## config.mk

```make
export PLATFORM = sky130hd
export DESIGN_NAME = met_quad
export DESIGN_NICKNAME = d
export VERILOG_FILES = /design/src/hw/rtl/met_quad.sv
export SDC_FILE = /design/constraint.sdc
export NUM_CORES = 1
export LEC_CHECK = 0
export BUFFER_PORTS_ARGS = -buffer_cell sky130_fd_sc_hd__clkbuf_2
export CAP_MARGIN = 20
export CORE_ASPECT_RATIO = 0.9
export CORE_MARGIN = 2
export CORE_UTILIZATION = 45
export DETAILED_ROUTE_END_ITERATION = 10
export PLACE_DENSITY = 0.81
export RECOVER_POWER = 50
export SLEW_MARGIN = 30
export SYNTH_ARGS = -nofsm -noshare
export SYNTH_HDL_FRONTEND = slang
export SYNTH_SLANG_ARGS = --single-unit
export TNS_END_PERCENT = 10
```

## constraint.sdc

```tcl
create_clock -name vclk -period 5.8
set_input_delay 1.16 -clock vclk [all_inputs]
set_output_delay 1.16 -clock vclk [all_outputs]
set_load 0.1 [all_outputs]
```

## src/hw/rtl/met_quad.sv

```systemverilog
module met_quad #(
  parameter int VB = 16
) (
  input  logic [VB-1:0] p1_i [3],
  input  logic [VB-1:0] p2_i [3],
  output logic          ok_o,
  output logic [VB-1:0] unshared_first_o,
  output logic [VB-1:0] unshared_second_o,
  output logic [VB-1:0] shared_first_o,
  output logic [VB-1:0] shared_second_o
);

  logic [2:0]    in_p2;
  logic          u_found;
  logic [1:0]    u;
  logic [VB-1:0] sf;
  logic [VB-1:0] ss;
  logic          o_found;
  logic [1:0]    o;

  always_comb begin
    for (int i = 0; i < 3; i++) begin
      in_p2[i] = (p1_i[i] == p2_i[0]) || (p1_i[i] == p2_i[1]) || (p1_i[i] == p2_i[2]);
    end
    u_found = 1'b1;
    if (!in_p2[0]) u = 2'd0;
    else if (!in_p2[1]) u = 2'd1;
    else if (!in_p2[2]) u = 2'd2;
    else begin
      u = 2'd0;
      u_found = 1'b0;
    end
    // Shared vertices follow the unshared one in reverse cyclic order of the first triangle.
    case (u)
      2'd0: begin sf = p1_i[2]; ss = p1_i[1]; end
      2'd1: begin sf = p1_i[0]; ss = p1_i[2]; end
      default: begin sf = p1_i[1]; ss = p1_i[0]; end
    endcase
    o_found = 1'b1;
    if (p2_i[0] != sf && p2_i[0] != ss) o = 2'd0;
    else if (p2_i[1] != sf && p2_i[1] != ss) o = 2'd1;
    else if (p2_i[2] != sf && p2_i[2] != ss) o = 2'd2;
    else begin
      o = 2'd0;
      o_found = 1'b0;
    end
  end

  assign ok_o              = u_found && o_found;
  assign unshared_first_o  = p1_i[u];
  assign unshared_second_o = p2_i[o];
  assign shared_first_o    = sf;
  assign shared_second_o   = ss;

endmodule

```

==> results.yml, run 1 <==
yosys:
  syn_area_mm2: 0.006230
  mappedNetlistNets: 1025
  synth_top_area_share_pct: 13.64
  synth_cells: 929
  yosysWarnings: 0
  yosysSeqAreaShare_pct: 0
  synth.distinct_cells: 78
  avgSynthCellArea_um2: 6.706
  yosysTopAreaCell: "xor2_1"
  synth.area.top_cells: "xor2_1 (14%), xnor2_1 (12%), buf_2 (5.5%)"
die:
  die_w_um: 128.0
  die_height_um: 115.6
  io_pins: 161
  start_util_pct: 46.45
  num_rows: 40
placement:
  gp_congestion: 1.501
  port-buffer-count: 161
  dp_hpwl_mm: 35.24
  pre_cts_ws_ps: -803.2
status:
  tool.error: "[ERROR GRT-0116] Global routing finished with congestion. Check the congestion regions in the DRC Viewer."
  lastStage: "5_1_grt"
  status: "stopped before the end"
global_route:
  grt_start_max_net_pins: 29
  gr-total-overflow: 249
  grt_pass1_vias: 13830
  grt.total_usage_pct: 84.68
  grt_first_pass_wirelength_mm: 94.36
cts:
  postCtsHoldBufs: 0
-- metrics by stage --
step	setup TNS, ps	std cells	instance area (um^2)
global placement	-8526	1462	10510
floorplan	-22090	929	6656
detailed placement	-13240	1462	10510
CTS	-6873	1484	11090
-- cells by family after synthesis --
logic type / synth area share, %
AO/OA/AOI/OAI: 33.58
XOR/XNOR: 25.59
AND/OR/NAND/NOR: 25.69
buffers and inverters: 14.16
multiplexers: 0.9842
-- Yosys cell counts (6+ instances only) --
master     count
a22oi_1       14
o21ai_0       32
a2bb2oi_1     13
xor2_1        97
nand2b_1      12
nor2_1        44
nand2_1       50
clkbuf_1      45
nor3_1        18
a21oi_1       41
o211ai_1       7
nand3_1       12
o221ai_1      16
a221o_1       18
and3_1        21
nor4_1        35
o22a_1         7
buf_2         69
a221oi_1      10
xnor2_1       85
buf_4         11
a211oi_1      10
nand4_1       35
o2111ai_1      6
and2_1         9
nor2b_1       16
inv_1         45
o22ai_1       27
buf_6          9
a41oi_1        6
-- metal layers --
| metal | overflow | track usage [%] |
|---|---|---|
| met1 | 16 | 82.25 |
| met2 | 121 | 95.58 |
| met3 | 24 | 78.76 |
| met4 | 85 | 85.05 |
| met5 | 3 | 53.59 |
-- timing repair --
item | CTS
setup endpoints to repair | 17
setup buffers | 18
pin swaps | 46
endpoints found under the hold margin | 0
resized for setup | 76
cloned | 4
==> run 2, diff against run 1 <==
--- a/config.mk
+++ b/config.mk
@@ -7,11 +7,10 @@
 export LEC_CHECK = 0
 export BUFFER_PORTS_ARGS = -buffer_cell sky130_fd_sc_hd__clkbuf_2
 export CAP_MARGIN = 20
-export CORE_ASPECT_RATIO = 0.9
 export CORE_MARGIN = 2
-export CORE_UTILIZATION = 45
+export CORE_UTILIZATION = 30
 export DETAILED_ROUTE_END_ITERATION = 10
-export PLACE_DENSITY = 0.81
+export PLACE_DENSITY_LB_ADDON = 0.15
 export RECOVER_POWER = 50
 export SLEW_MARGIN = 30
 export SYNTH_ARGS = -nofsm -noshare
==> constraint.sdc (replaced) <==
create_clock -name vclk -period 7.55
set_input_delay 1.51 -clock vclk [all_inputs]
set_output_delay 1.51 -clock vclk [all_outputs]
set_load 0.1 [all_outputs]
==> run 2 against run 1 <==
The flow now finishes without violations. Synthesized area unchanged. Synthesized cell count stayed put.
==> results.yml, run 2 <==
die:
  die_area_mm2: 0.02194
  die_w_um: 148.1
  die_height_um: 148.1
  core_mm2: 0.02030
  start_util_pct: 30.69
  io_pins: 161
  num_rows: 52
pwr:
  powerDensity_mw_per_mm2: 72.02
  ir_drop_mv: 0.04330
  total_power_mw: 0.6522
  p_leak_nw: 3.961
routing:
  drt_iter0_markers: 1534
  wl_per_cell_um: 34.86
  drc: 0
  vias_per_cell: 6.535
  first_pass_iters: 7
  postRouteAntennaNets: 0
  routed_wl_mm: 50.90
  vias: 9541
yosys:
  syn_area_mm2: 0.006230
  synth_common_cells: "xor2_1 (97), xnor2_1 (85), buf_2 (69)"
  synth.most_common_cell: "xor2_1"
  synth_top_area_share_pct: 13.64
  yosysTopAreaCell: "xor2_1"
  synth.area.top_cells: "xor2_1 (14%), xnor2_1 (12%), buf_2 (5.5%)"
  synth.distinct_cells: 78
  avgSynthCellArea_um2: 6.706
  mappedNetlistNets: 1025
  synth_cells: 929
  yosysSeqAreaShare_pct: 0
  yosysWarnings: 0
finish:
  fillerInstances: 2219
  nNetsFinal: 1287
  syn2layout_area_growth_pct: 45.35
  clockBufferCount: 0
  seq_area_um2: 0
  seq_cell_count: 0
  layout_commonest_cell: "buf_4"
  stdcell_count: 1460
  drive_above_1_share_pct: 37.43
  mostFrequentLayoutCells: "buf_4 (225), clkbuf_2 (117), xor2_1 (97)"
critical_path:
  start_kind: "input port"
  crit_fanout: 16
  endpoint_kind: "primary output"
  crit_required_ps: 6040
  arrival_ps: 5980
  critPathKind: "input port to primary output"
placement:
  gp_congestion: 1.092
  dp_cells: 1458
  port-buffer-count: 161
  dp_hpwl_mm: 41.34
worst_hold_path:
  hold_class: "input port to primary output"
  hold_end: "unshared_second_o[11]"
  hold_path.startpoint: "p2_i[43]"
  whs_path_depth: 3
sta:
  slew_violations: 0
  worst_pin_slew_ps: 1207
  finalHoldViolCount: 0
  rsz0062_at_grt: "yes"
  period_minus_slack_ps: 7492
  relSlewSlack_pct: 19.85
  fmaxAchievable_mhz: 133.5
  post-route-period-util_pct: 99.23
  setup_tns_ps: 0
  setup_viol: 0
global_route:
  gr-total-overflow: 0
  grt_first_pass_wirelength_mm: 69.93
  grt.total_usage_pct: 44.98
  grt_start_max_net_pins: 34
  antenna_found_initial: 0
  grt_pass1_vias: 9051
job:
  cap_violations: 0
cts:
  postCtsHoldBufs: 0
status:
  status: "complete, no violations"
## run 2: cell families (layout without fill, tap and decap cells)
family,after synthesis,after routing,share of synthesized area (%)
and+or+nand+nor,281,281,25.69
other,0,1,0
buffers and inverters,183,443,14.16
xor gates and xnor gates,182,182,25.59
AOI/OAI and AO/OA,277,277,33.58
muxes,6,6,0.9842
## run 2: cell type report
type	instances	area [um^2]	area share (%)
repair buffers	398	2958	32.67
multi-input cells	746	5588	61.71
well taps	270	337.8	3.731
diodes	1	2.502	0.02764
inverters	45	168.9	1.865
## run 2: worst max-delay path by stage
stage	start	to	slack (ps)
CTS	p2_i[9]	unshared_second_o[3]	30
global route	p1_i[25]	unshared_second_o[10]	-30
floorplan	p1_i[36]	unshared_first_o[14]	-260
finish	p1_i[25]	unshared_second_o[10]	60
global placement	p2_i[3]	unshared_second_o[10]	-210
detailed placement	p2_i[3]	unshared_second_o[10]	-90
## run 2: what timing repair did
action,in CTS,in global routing
gates resized for setup,3,12
gates cloned,0,0
buffers inserted,0,1
setup endpoints to repair,16,16
pin swaps,0,2
## run 2: report_power, final
part	internal [mW]	switching (mW)	total (mW)
Combinational	0.207	0.445	0.652
Clock	0.00000000516	0	0.00000000517
Sequential	0	0	0
Total	0.207	0.445	0.652
## run 2: worst max-delay path, stage by stage
cell	delay [ps]
clkbuf_2	200
buf_4	210
xnor2_1	160
nand4_1	200
nor4_4	350
buf_4	270
nor3_4	70
buf_12	160
nor3_2	220
buf_4	220
buf_12	140
a22oi_1	120
nor2b_1	180
a211oi_2	210
buf_4	150
nand4_1	220
nor4_4	440
nor2_2	90
and2_4	210
a221o_4	450
buf_12	170
## run 2: through the flow
step | cell area [um^2] | hold slack [ps] | worst slack (ps) | util, %
finish | 9055 | 3556 | 58.01 | 44.61
global route | 9052 | 3570 | -26.30 | 44.59
CTS | 9024 | 3543 | 33.77 | 44.45
floorplan | 6380 | 3503 | -259.4 | -
detailed placement | 9005 | 3542 | -85.59 | 44.36
global placement | 9005 | 3540 | -205.7 | 44.36
## run 2: per-layer routing
metal | share of wire [%] | up-vias | track usage, %
met2 | 40 | 878 | 65.53
met4 | 8.6 | 0 | 26.90
met3 | 12 | 211 | 9.969
met1 | 39 | 4504 | 60.42
li1 | - | 3948 | -
met5 | 0 | - | 0
Power figures use the tool's default switching activity.
