===== src/hw/rtl/met_ram.sv =====
module met_ram #(
  parameter int Width = 8,
  parameter int Depth = 16
) (
  input  logic                     clk_i,
  input  logic                     we_i,
  input  logic [$clog2(Depth)-1:0] waddr_i,
  input  logic [Width-1:0]         wdata_i,
  input  logic [$clog2(Depth)-1:0] raddr_i,
  output logic [Width-1:0]         rdata_o
);

  logic [Width-1:0] mem_q [Depth];

  always_ff @(posedge clk_i) begin
    if (we_i) begin
      mem_q[waddr_i] <= wdata_i;
    end
    rdata_o <= mem_q[raddr_i];
  end

endmodule


===== config.mk =====
export PLATFORM = sky130hd
export DESIGN_NAME = met_ram
export DESIGN_NICKNAME = d
export VERILOG_FILES = /design/src/hw/rtl/met_ram.sv
export SDC_FILE = /design/constraint.sdc
export NUM_CORES = 1
export LEC_CHECK = 0
export BUFFER_PORTS_ARGS = -buffer_cell sky130_fd_sc_hd__buf_2
export CORE_ASPECT_RATIO = 0.75
export CORE_UTILIZATION = 35
export DETAILED_ROUTE_END_ITERATION = 10
export PLACE_DENSITY = 0.58
export SLEW_MARGIN = 20
export SYNTH_ARGS = -nofsm -noshare
export SYNTH_HDL_FRONTEND = slang
export SYNTH_SLANG_ARGS = --single-unit

===== constraint.sdc =====
create_clock -name clk_i -period 1.9 [get_ports clk_i]
set_input_delay 0.19 -clock clk_i [delete_from_list [all_inputs] [get_ports clk_i]]
set_output_delay 0.19 -clock clk_i [all_outputs]
set_load 0.02 [all_outputs]

---- Word-level counts from Yosys, hierarchy flattened ----
Memory sizes are Yosys's and may differ from the RTL's. A register that Yosys moved wholly into a read port is not among the register bits.
Index checks and enable logic that the tools add are counted.
storage, ports and cells
  input port bits ......................... 18
  memory bits (writable) .................. 128
  memories kept ........................... 1
  register bits after elaboration ......... 0
  latch bits .............................. 0
  output and inout bits ................... 8
  word-level logic and storage cells ...... 3
  memory bits (read-only) ................. 0
cells by class
  $add $sub $neg .......................... 0
  divide/modulo/power cells ............... 0
  $lt $le $gt $ge ......................... 0
  equality and inequality tests ........... 0
  reduce and logical (&&, ||, !) cells .... 0
  mux-type cells .......................... 2
  multiply operators ...................... 0
  bitwise logic cells ..................... 0
  shift-type cells ........................ 0
memories
  name   depth  width  read ports  clocked after memory_dff  write ports  RTL line  source
  mem_q  16     8      1           1                         1            13        logic [Width-1:0] mem_q [Depth];
operators by type and width
  operator  number
  $mux 1    2

---- Longest topological paths before layout ----
Gate-level depths: netlist (run 1).
  depth after elaboration ................. 2
  depth in mapped cells ................... 5
  gate-level depth less buffers ........... 3

---- Least setup slack after synthesis (run 1) ----
OpenSTA, ideal clock, no wires.
  path kind ............................... input to register
  from .................................... in waddr_i[2]
  to ...................................... mem mem_q[0][0], enable pin
  setup time .............................. 383 ps
  arrival time ............................ 1300 ps
  required time ........................... 1517 ps
  path buffers ............................ 0
  path slack .............................. 217 ps
  stages .................................. 2
  path through ............................ or3b_2 -> nor3_1
RTL lines
  element      RTL line  source
  from (decl)  7         input logic [$clog2(Depth)-1:0] waddr_i,
  to (decl)    13
Straight into the memory's write port.

==> flow_metrics.env, run 1 <==
export IMPL_synth_area_per_cell_sq_um=22.5
export IMPL_intPower_uw=5690
export IMPL_num_antenna_cells=0
export IMPL_worst_ep_required_time_ps=2200
export IMPL_synth_simple_area_share=0.0318
export IMPL_first_pass_grt_wire_length_mm=15.1
export IMPL_worstPathArrival_ps=1690
export IMPL_combPwrFrac=0.047
export IMPL_initial_utilization=0.367
export IMPL_synth_seq_area_share=0.778
export IMPL_total_switching_power_uw=1440
export IMPL_dp_cells=460
export IMPL_hp_start="wdata_i[5]"
export IMPL_final_nets=302
export IMPL_area_growth_syn_to_layout_pct=21.2
export IMPL_ioPinCount=26
export IMPL_worstPathMaxFanout=1
export IMPL_wirelength_mm=10.1
export IMPL_cp_slowest_stage_delay_ps=510
export IMPL_path_clk_slew_ps=60
export IMPL_timing_critical_path_from_type="flip-flop"
export IMPL_netlist_area_sq_um=5150
export IMPL_avgViaCountPerCell=4.91
export IMPL_postCtsResizedCells=0
export IMPL_grt_max_degree=33
export IMPL_timing_setup_tns_ps=0
export IMPL_setup_viol=0
export IMPL_cp_startpoint="mem_q[1][2]$_DFFE_PP_"
export IMPL_timing_rr_end="rdata_o[2]$_DFF_P_"
export IMPL_reg2reg_from="mem_q[1][2]$_DFFE_PP_"
export IMPL_mostFrequentLayoutCell="edfxtp_1"
export IMPL_min_period_over_period=0.734
export IMPL_number_of_antenna_violations_at_the_first_check_in_global_routing=0
export IMPL_clock_latency_ps=410
export IMPL_die_width_microns=142
export IMPL_place_ws_ps=256
export IMPL_power_share_clock=0.480
export IMPL_switching_share=0.202
export IMPL_postSynthNetCount=247
export IMPL_relSlewSlack=0.739
export IMPL_cts_made_buffers=17
export IMPL_final_setup_margin_ps=506
export IMPL_power_density_cell_area_nw_per_um2=1140
export IMPL_crit_path_end_kind="flip-flop"
export IMPL_vias_in_the_first_global_route=2482
export IMPL_cts_hold_repair_buffers=0
export IMPL_ff2ff_path_depth=3
export IMPL_clock_sinks=136
export IMPL_multiplexer_share_of_the_synthesized_area=0.150
export IMPL_synth_xor_area_share=0
export IMPL_antenna_left=0
export IMPL_vdd_ir_drop_max_mv=0.473
export IMPL_final_layout_worst_hold_slack_ps=168
export IMPL_finalWorstPathRequiredPeriod_ps=1390
export IMPL_worst_path_max_delay_cell="mux4_1"
export IMPL_synth_yosys_warnings=0
export IMPL_ys_ff_latch=136
export IMPL_route_detailed_drc=0
export IMPL_mostFrequentLayoutCells="128 x edfxtp_1, 25 x buf_2, 19 x buf_4"
export IMPL_post_synth_num_cell_types=19
export IMPL_routed_wire_length_per_instance_microns=20.4
export IMPL_cts_setup_buffers=0
export IMPL_synth_compound_gate_area_share=0.0233
export IMPL_rsz0062_at_grt="no"
export IMPL_crit_type="flip-flop to flip-flop"
export IMPL_drt_first_pass_iters=4
export IMPL_cap_violations=0
export IMPL_detailroute_via_count=2418
export IMPL_timing_final_max_slew_violations=0
export IMPL_cts_htree_levels=4
export IMPL_die_outline_area_sq_um=15200
export IMPL_achievable_frequency_mhz=717
export IMPL_die_h_microns=107
export IMPL_tightestPinTransition_ps=391
export IMPL_detailed_place_hpwl_mm=6.26
export IMPL_power_leakage_uw=0.00210
export IMPL_crit_path_cell_chain="mux4_1 > a22oi_1 > nand2_1"
export IMPL_hold_path_depth=1
export IMPL_detail_route_iter0_violations=151
export IMPL_cts_root_to_sink_buffers=2
export IMPL_outcome="finished, final reports clean"
export IMPL_hold_path_end="mem_q[5][5]$_DFFE_PP_"
export IMPL_drive_gt1_frac=0.323
export IMPL_cts_root_buffer="clkbuf_16"
export IMPL_gpl_final_weighted_congestion=0.672
export IMPL_synth_top_family_by_area="multiplexers"
export IMPL_core_region_area_sq_um=14000
export IMPL_floorplan_rows=37
export IMPL_reg2reg_slack_ps=510
export IMPL_grt_util_all_layers=0.147
export IMPL_min_path_type="input port to flip-flop"
export IMPL_final_worst_clock_skew_ps=7.22
export IMPL_report_final_hold_viol_count=0
export IMPL_tritoncts_clock_tree="done"
export IMPL_postSynthCellCount=229
export IMPL_synth_adder_area_share=0
export IMPL_globalRouteOverflowTotal=0
export IMPL_pwr_share_seq=0.473
export IMPL_io_buffer_count=25
export IMPL_instances_no_fill=492
-- stage by stage --
step	utilization	cell area [sq um]	power (uW)
2_1_floorplan	-	5150	3630
3_3_place_gp	0.400	5610	3770
3_5_place_dp	0.400	5610	3780
4_1_cts	0.445	6240	7200
5_1_grt	0.445	6240	7370
6_report	0.445	6240	7130
-- metal layers --
layer  vias to the layer above  share of wire  global-route usage
met1                      1244           0.45               0.198
met5                         -              0                   0
met3                        14          0.073              0.0527
met2                        75           0.46               0.218
met4                         0         0.0099              0.0568
li1                       1085              -                   -
-- worst max path at each step --
stage	slack (ps)	endpoint	cells past startpoint
6_report	510	rdata_o[2]$_DFF_P_	3
3_5_place_dp	260	rdata_o[3]$_DFF_P_	5
3_3_place_gp	230	rdata_o[3]$_DFF_P_	5
2_1_floorplan	220	mem_q[0][0]$_DFFE_PP_	2
4_1_cts	510	rdata_o[3]$_DFF_P_	3
5_1_grt	420	rdata_o[3]$_DFF_P_	3
-- state kept, by name, summed over array words and instances, names as in the netlist --
register,flops
mem_q,128
rdata_o,8
-- power by group through the flow --
stage	clock network [uW]	logic [uW]	registers [uW]
finish	3420	335	3370
detailed placement	0	340	3440
CTS	3490	340	3370
global placement	0	335	3430
floorplan	0	170	3460
global route	3620	364	3380
-- layout make-up --
| class | instances | area [sq um] |
|---|---|---|
| Clock inverter | 15 | 201 |
| Sequential cell | 136 | 4000 |
| Fill cell | 1187 | 7790 |
| Multi-Input combinational cell | 83 | 1060 |
| Tap cell | 195 | 244 |
| Timing Repair Buffer | 46 | 308 |
| Clock buffer | 17 | 425 |
-- worst max-delay path, delay by kind of cell, from the launching register on --
family             cells  cell delay (ps)
AOI/OAI and AO/OA      1              320
DFF                    1              370
muxes                  1              510
and+or+nand+nor        1               80
-- kinds of logic (layout without fill, tap and decap cells) --
group,Yosys count,count (layout)
AO/OA/AOI/OAI,16,16
buffers and inverters,10,78
multiplexers,32,32
flip-flops,136,136
AND/OR/NAND/NOR,35,35
-- Yosys cell counts --
master	n	area [sq um]
nand2b_1	2	12.5
nand3b_1	2	15.0
and2b_1	1	7.51
nand2_1	9	33.8
buf_2	3	15.0
nand3_1	1	5.00
nor2b_1	1	6.26
buf_6	3	33.8
mux4_2	18	405
nor2_1	13	48.8
clkdlybuf4s25_2	3	30.0
and2_1	1	6.26
edfxtp_1	128	3840
nor3_1	4	20.0
buf_4	1	7.51
or3b_2	1	8.76
dfxtp_1	8	160
mux4_1	14	368
a22oi_1	16	120
No activity file was read; power rests on OpenSTA's default activity.
==> run 2: changes to the inputs <==
PLACE_DENSITY = 0.6   (was 0.58)
clock period = 1.19 ns   (was 1.9 ns; I/O delays follow)
==> run 2 against run 1 <==
  * The run now ends with setup timing left
  * Count of clock-buffer cells in the layout increased by 1
  * Largest power group unchanged
  * Clock skew increased by 7.3 ps
  * Maximum frequency up 8.5%
  * Register-to-register slack worse by 600 ps
  * Non-clock buffer count rose by 14
  * Combinational power rose by 81%
  * Sequential power up 60%
  * Sequential share of layout area is 1.8 points lower
  * Die area did not move
  * Cell count up 2.6%
  * Largest cell class unchanged
==> flow_metrics.env, run 2 (synthesis results as in run 1) <==
export IMPL_drt_first_pass_iters=4
export IMPL_cp_startpoint="mem_q[2][4]$_DFFE_PP_"
export IMPL_final_setup_margin_ps=-94.7
export IMPL_final_worst_clock_skew_ps=14.5
export IMPL_achievable_frequency_mhz=778
export IMPL_largest_register_ff_count=128
export IMPL_rsz0062_at_grt="yes"
export IMPL_power_density_cell_area_nw_per_um2=1830
export IMPL_timing_setup_tns_ps=-354
export IMPL_detailed_place_hpwl_mm=6.99
export IMPL_placement_cell_area_sq_um=5750
export IMPL_die_h_microns=107
export IMPL_cts_made_buffers=17
export IMPL_timing_rr_end="rdata_o[4]$_DFF_P_"
export IMPL_floorplan_rows=37
export IMPL_grt_max_degree=18
export IMPL_mostFrequentLayoutCell="edfxtp_1"
export IMPL_failed_checks="setup timing"
export IMPL_finalWorstPathRequiredPeriod_ps=1280
export IMPL_relSlewSlack=0.312
export IMPL_crit_path_end_kind="flip-flop"
export IMPL_drive_gt1_frac=0.448
export IMPL_min_path_type="input port to flip-flop"
export IMPL_final_layout_worst_hold_slack_ps=80.8
export IMPL_detailroute_via_count=2473
export IMPL_tightestPinTransition_ps=1030
export IMPL_final_nets=316
export IMPL_min_period_over_period=1.08
export IMPL_vdd_ir_drop_max_mv=1.22
export IMPL_outcome="finished with violations"
export IMPL_cap_violations=0
export IMPL_endpoint="rdata_o[4]$_DFF_P_"
export IMPL_detail_route_iter0_violations=209
export IMPL_die_outline_area_sq_um=15200
export IMPL_worst_ep_required_time_ps=1490
export IMPL_core_region_area_sq_um=14000
export IMPL_worstPathMaxFanout=1
export IMPL_report_final_hold_viol_count=0
export IMPL_power_leakage_uw=0.00216
export IMPL_first_pass_grt_wire_length_mm=15.7
export IMPL_initial_utilization=0.367
export IMPL_io_buffer_count=25
export IMPL_wirelength_mm=10.6
export IMPL_gpl_final_weighted_congestion=0.703
export IMPL_vias_in_the_first_global_route=2557
export IMPL_cts_htree_levels=4
export IMPL_ff2ff_path_depth=3
export IMPL_clock_latency_ps=420
export IMPL_reg2reg_slack_ps=-90
export IMPL_routed_wire_length_per_instance_microns=20.9
export IMPL_grt_util_all_layers=0.152
export IMPL_antenna_left=0
export IMPL_area_growth_syn_to_layout_pct=24.7
export IMPL_mostFrequentLayoutCells="128 x edfxtp_1, 32 x mux4_2, 31 x buf_4"
export IMPL_reg2reg_from="mem_q[2][4]$_DFFE_PP_"
export IMPL_path_clk_slew_ps=60
export IMPL_die_width_microns=142
export IMPL_tritoncts_clock_tree="done"
export IMPL_cts_hold_repair_buffers=0
export IMPL_crit_type="flip-flop to flip-flop"
export IMPL_cts_root_buffer="clkbuf_16"
export IMPL_fin_util=0.458
export IMPL_place_ws_ps=-316
export IMPL_worstPathArrival_ps=1590
export IMPL_cts_setup_buffers=0
export IMPL_num_antenna_cells=0
export IMPL_clock_sinks=136
export IMPL_registers_top_by_ff_count="mem_q"
export IMPL_reg_top3="mem_q: 128 flops, rdata_o: 8 flops"
export IMPL_setup_viol=8
export IMPL_cts_root_to_sink_buffers=2
export IMPL_globalRouteOverflowTotal=0
export IMPL_timing_critical_path_from_type="flip-flop"
export IMPL_route_detailed_drc=0
export IMPL_number_of_antenna_violations_at_the_first_check_in_global_routing=0
export IMPL_avgViaCountPerCell=4.90
export IMPL_design_area_sq_um=6420
export IMPL_timing_final_max_slew_violations=0
export IMPL_ioPinCount=26
run 2: worst min path at each step:
stage	cells after the start	start	slack, ps	to
5_1_grt	1	wdata_i[0]	80	mem_q[10][0]$_DFFE_PP_
6_report	1	wdata_i[0]	80	mem_q[1][0]$_DFFE_PP_
3_3_place_gp	1	wdata_i[0]	500	mem_q[1][0]$_DFFE_PP_
4_1_cts	1	wdata_i[0]	70	mem_q[11][0]$_DFFE_PP_
2_1_floorplan	0	wdata_i[0]	220	mem_q[0][0]$_DFFE_PP_
3_5_place_dp	1	wdata_i[0]	510	mem_q[1][0]$_DFFE_PP_
run 2: report_power, final:
part | total (uW) | internal (uW) | switching (uW) | leakage, uW
Clock | 5720 | 3740 | 1980 | 0.000308
Combinational | 606 | 264 | 342 | 0.000625
Sequential | 5390 | 5360 | 36.6 | 0.00122
run 2: through the flow:
stage,instances,power (uW)
finish,505,11700
global route,505,12000
CTS,505,11800
detailed placement,474,6080
global placement,474,6070
floorplan,229,5810
run 2: layout make-up:
class                   count  area [sq um]
multi-input cells          83          1090
well taps                 195           244
repair buffers             60           438
flip-flops and latches    136          4000
clock inverters            13           218
clock buffers              18           429
fillers                  1197          7610
run 2: critical path: stages (launching register included):
cell	delay, ps
edfxtp_1	370
mux4_2	480
a22oi_2	240
nand2_1	80
run 2: timing repair:
action | 4_1_cts | 5_1_grt
endpoints found under the hold margin | 0 | 0
setup endpoints to repair | 8 | 8
resized for setup | 11 | 5
pin swaps | 8 | 5
run 2: per-layer routing:
metal | vias to the layer above | global-route usage | share of wire
met5 | - | 0 | 0
met4 | 0 | 0.0607 | 0.0088
met3 | 7 | 0.0442 | 0.073
met2 | 84 | 0.217 | 0.46
met1 | 1281 | 0.217 | 0.46
li1 | 1101 | - | -
==> run 3: changes to the inputs <==
--- a/config.mk
+++ b/config.mk
@@ -9,4 +9,5 @@
 export CORE_ASPECT_RATIO = 0.75
 export CORE_UTILIZATION = 35
+export CTS_BUF_LIST = sky130_fd_sc_hd__clkbuf_4 sky130_fd_sc_hd__clkbuf_8 sky130_fd_sc_hd__clkbuf_16
 export DETAILED_ROUTE_END_ITERATION = 10
 export PLACE_DENSITY = 0.6
==> constraint.sdc (replaced) <==
create_clock -name clk_i -period 1.19 [get_ports clk_i]
set_input_delay 0.238 -clock clk_i [delete_from_list [all_inputs] [get_ports clk_i]]
set_output_delay 0.238 -clock clk_i [all_outputs]
set_load 0.02 [all_outputs]
==> run 3 against run 2 <==
  * The run still ends with setup timing left
  * Via count up 0.53%
  * Hold slack better by 140 ps
  * Cell count down 0.59%
  * Core utilization up 0.21 points
  * Die area unchanged
  * Flip-flop and latch count unchanged
  * Non-clock buffer count down 4
  * Power down 4.8%
  * Largest cell class unchanged
  * Largest power group is now sequential cells
==> flow_metrics.env, run 3 (synthesis results as in run 1) <==
export IMPL_outcome="finished with violations"
export IMPL_failed_checks="setup timing"
export IMPL_min_period_over_period=1.07
export IMPL_reg2reg_from="mem_q[11][2]$_DFFE_PP_"
export IMPL_tritoncts_clock_tree="done"
export IMPL_hp_start="wdata_i[1]"
export IMPL_worst_path_max_delay_cell="mux4_2"
export IMPL_reg_top3="mem_q: 128 flops, rdata_o: 8 flops"
export IMPL_routed_wire_length_per_instance_microns=20.4
export IMPL_cts_made_buffers=17
export IMPL_detailroute_via_count=2486
export IMPL_switching_share=0.205
export IMPL_crit_path_cell_chain="mux4_2 > a22oi_2 > nand2_1"
export IMPL_mostFrequentLayoutCell="edfxtp_1"
export IMPL_timing_rr_end="rdata_o[2]$_DFF_P_"
export IMPL_intPower_uw=8870
export IMPL_rsz0062_at_grt="yes"
export IMPL_hold_path_depth=1
export IMPL_timing_final_max_slew_violations=0
export IMPL_fillers=1173
export IMPL_antenna_left=0
export IMPL_grt_max_degree=26
export IMPL_number_of_antenna_violations_at_the_first_check_in_global_routing=0
export IMPL_setup_viol=8
export IMPL_cp_startpoint="mem_q[11][2]$_DFFE_PP_"
export IMPL_worst_path_buf_inv=0
export IMPL_cts_hold_repair_buffers=0
export IMPL_die_width_microns=142
export IMPL_area_of_the_multi_input_gates_sq_um=1120
export IMPL_initial_utilization=0.367
export IMPL_drt_first_pass_iters=5
export IMPL_floorplan_rows=37
export IMPL_final_layout_worst_hold_slack_ps=220
export IMPL_vdd_ir_drop_max_mv=0.981
export IMPL_cts_htree_levels=4
export IMPL_ff2ff_path_depth=3
export IMPL_cts_root_to_sink_buffers=2
export IMPL_first_pass_grt_wire_length_mm=15.7
export IMPL_finalWorstPathRequiredPeriod_ps=1270
export IMPL_detail_route_iter0_violations=176
export IMPL_min_path_type="input port to flip-flop"
export IMPL_final_nets=312
export IMPL_cp_slowest_stage_delay_ps=500
export IMPL_power_density_cell_area_nw_per_um2=1730
export IMPL_globalRouteOverflowTotal=0
export IMPL_die_outline_area_sq_um=15200
export IMPL_clock_latency_ps=410
export IMPL_relSlewSlack=0.383
export IMPL_num_antenna_cells=0
export IMPL_final_setup_margin_ps=-79.9
export IMPL_worstPathMaxFanout=1
export IMPL_area_growth_syn_to_layout_pct=25.3
export IMPL_gpl_final_weighted_congestion=0.761
export IMPL_achievable_frequency_mhz=787
export IMPL_detailed_place_hpwl_mm=6.65
export IMPL_core_region_area_sq_um=14000
export IMPL_pwr_share_seq=0.484
export IMPL_power_share_clock=0.460
export IMPL_die_h_microns=107
export IMPL_wirelength_mm=10.2
export IMPL_cts_root_buffer="clkbuf_16"
export IMPL_path_clk_slew_ps=60
export IMPL_io_buffer_count=25
export IMPL_report_final_hold_viol_count=0
export IMPL_largest_register_ff_count=128
export IMPL_hold_path_end="mem_q[0][1]$_DFFE_PP_"
export IMPL_worstPathArrival_ps=1570
export IMPL_drive_gt1_frac=0.469
export IMPL_registers_top_by_ff_count="mem_q"
export IMPL_reg2reg_slack_ps=-80
export IMPL_final_worst_clock_skew_ps=6.40
export IMPL_cap_violations=0
export IMPL_place_ws_ps=-435
export IMPL_path_delay_family="multiplexers"
export IMPL_crit_type="flip-flop to flip-flop"
export IMPL_mostFrequentLayoutCells="128 x edfxtp_1, 32 x mux4_2, 24 x buf_4"
export IMPL_total_switching_power_uw=2290
export IMPL_route_detailed_drc=0
export IMPL_tightestPinTransition_ps=923
export IMPL_power_leakage_uw=0.00213
export IMPL_timing_critical_path_from_type="flip-flop"
export IMPL_combPwrFrac=0.056
export IMPL_clock_sinks=136
export IMPL_avgViaCountPerCell=4.95
export IMPL_ioPinCount=26
export IMPL_worst_ep_required_time_ps=1490
export IMPL_seqCellArea_sq_um=4010
export IMPL_crit_path_end_kind="flip-flop"
export IMPL_grt_util_all_layers=0.150
export IMPL_vias_in_the_first_global_route=2570
-- run 3: final cells by class --
type	count	area share
tap	195	0.0378
timing repair buffer	56	0.0761
sequential	136	0.621
clock buffer	21	0.0726
clock inverter	11	0.0192
multi-input combinational	83	0.173
-- run 3: worst max path at each step --
stage / cells after the start / slack (ps) / to
after CTS: 3 / -90 / rdata_o[5]$_DFF_P_
after detailed placement: 5 / -440 / rdata_o[5]$_DFF_P_
final: 3 / -80 / rdata_o[2]$_DFF_P_
after global routing: 3 / -110 / rdata_o[7]$_DFF_P_
after global placement: 5 / -430 / rdata_o[5]$_DFF_P_
after floorplan: 2 / -150 / mem_q[0][0]$_DFFE_PP_
-- run 3: power by group through the flow --
stage	registers, uW	clock network (uW)	logic, uW
finish	5400	5130	624
global route	5400	5390	674
CTS	5390	5220	628
detailed placement	5490	0	601
global placement	5490	0	592
floorplan	5520	0	306
-- run 3: routing by layer --
metal | vias up | wire (microns) | global-route usage | share of wire
met2 | 76 | 4780 | 0.227 | 0.47
li1 | 1093 | - | - | -
met5 | - | 0 | 0 | 0
met3 | 10 | 485 | 0.0317 | 0.047
met1 | 1307 | 4880 | 0.209 | 0.48
met4 | 0 | 95 | 0.0645 | 0.0093
-- run 3: per-stage QoR --
stage                     total power (uW)  setup TNS, ps  instances  utilization  cell area (sq um)
after floorplan                       5820          -4870        229            -               5190
after global placement                6080         -31000        470        0.414               5800
after detailed placement              6090         -31250        470        0.414               5800
after CTS                            11200           -534        502        0.458               6430
after global routing                 11500           -765        502        0.460               6450
final                                11200           -411        502        0.460               6450
-- run 3: what timing repair did --
action | CTS | global route
endpoints found under the setup margin | 11 | 10
gates resized for setup | 11 | 4
buffers inserted | 0 | 0
pin swaps | 3 | 1
cloned | 0 | 0
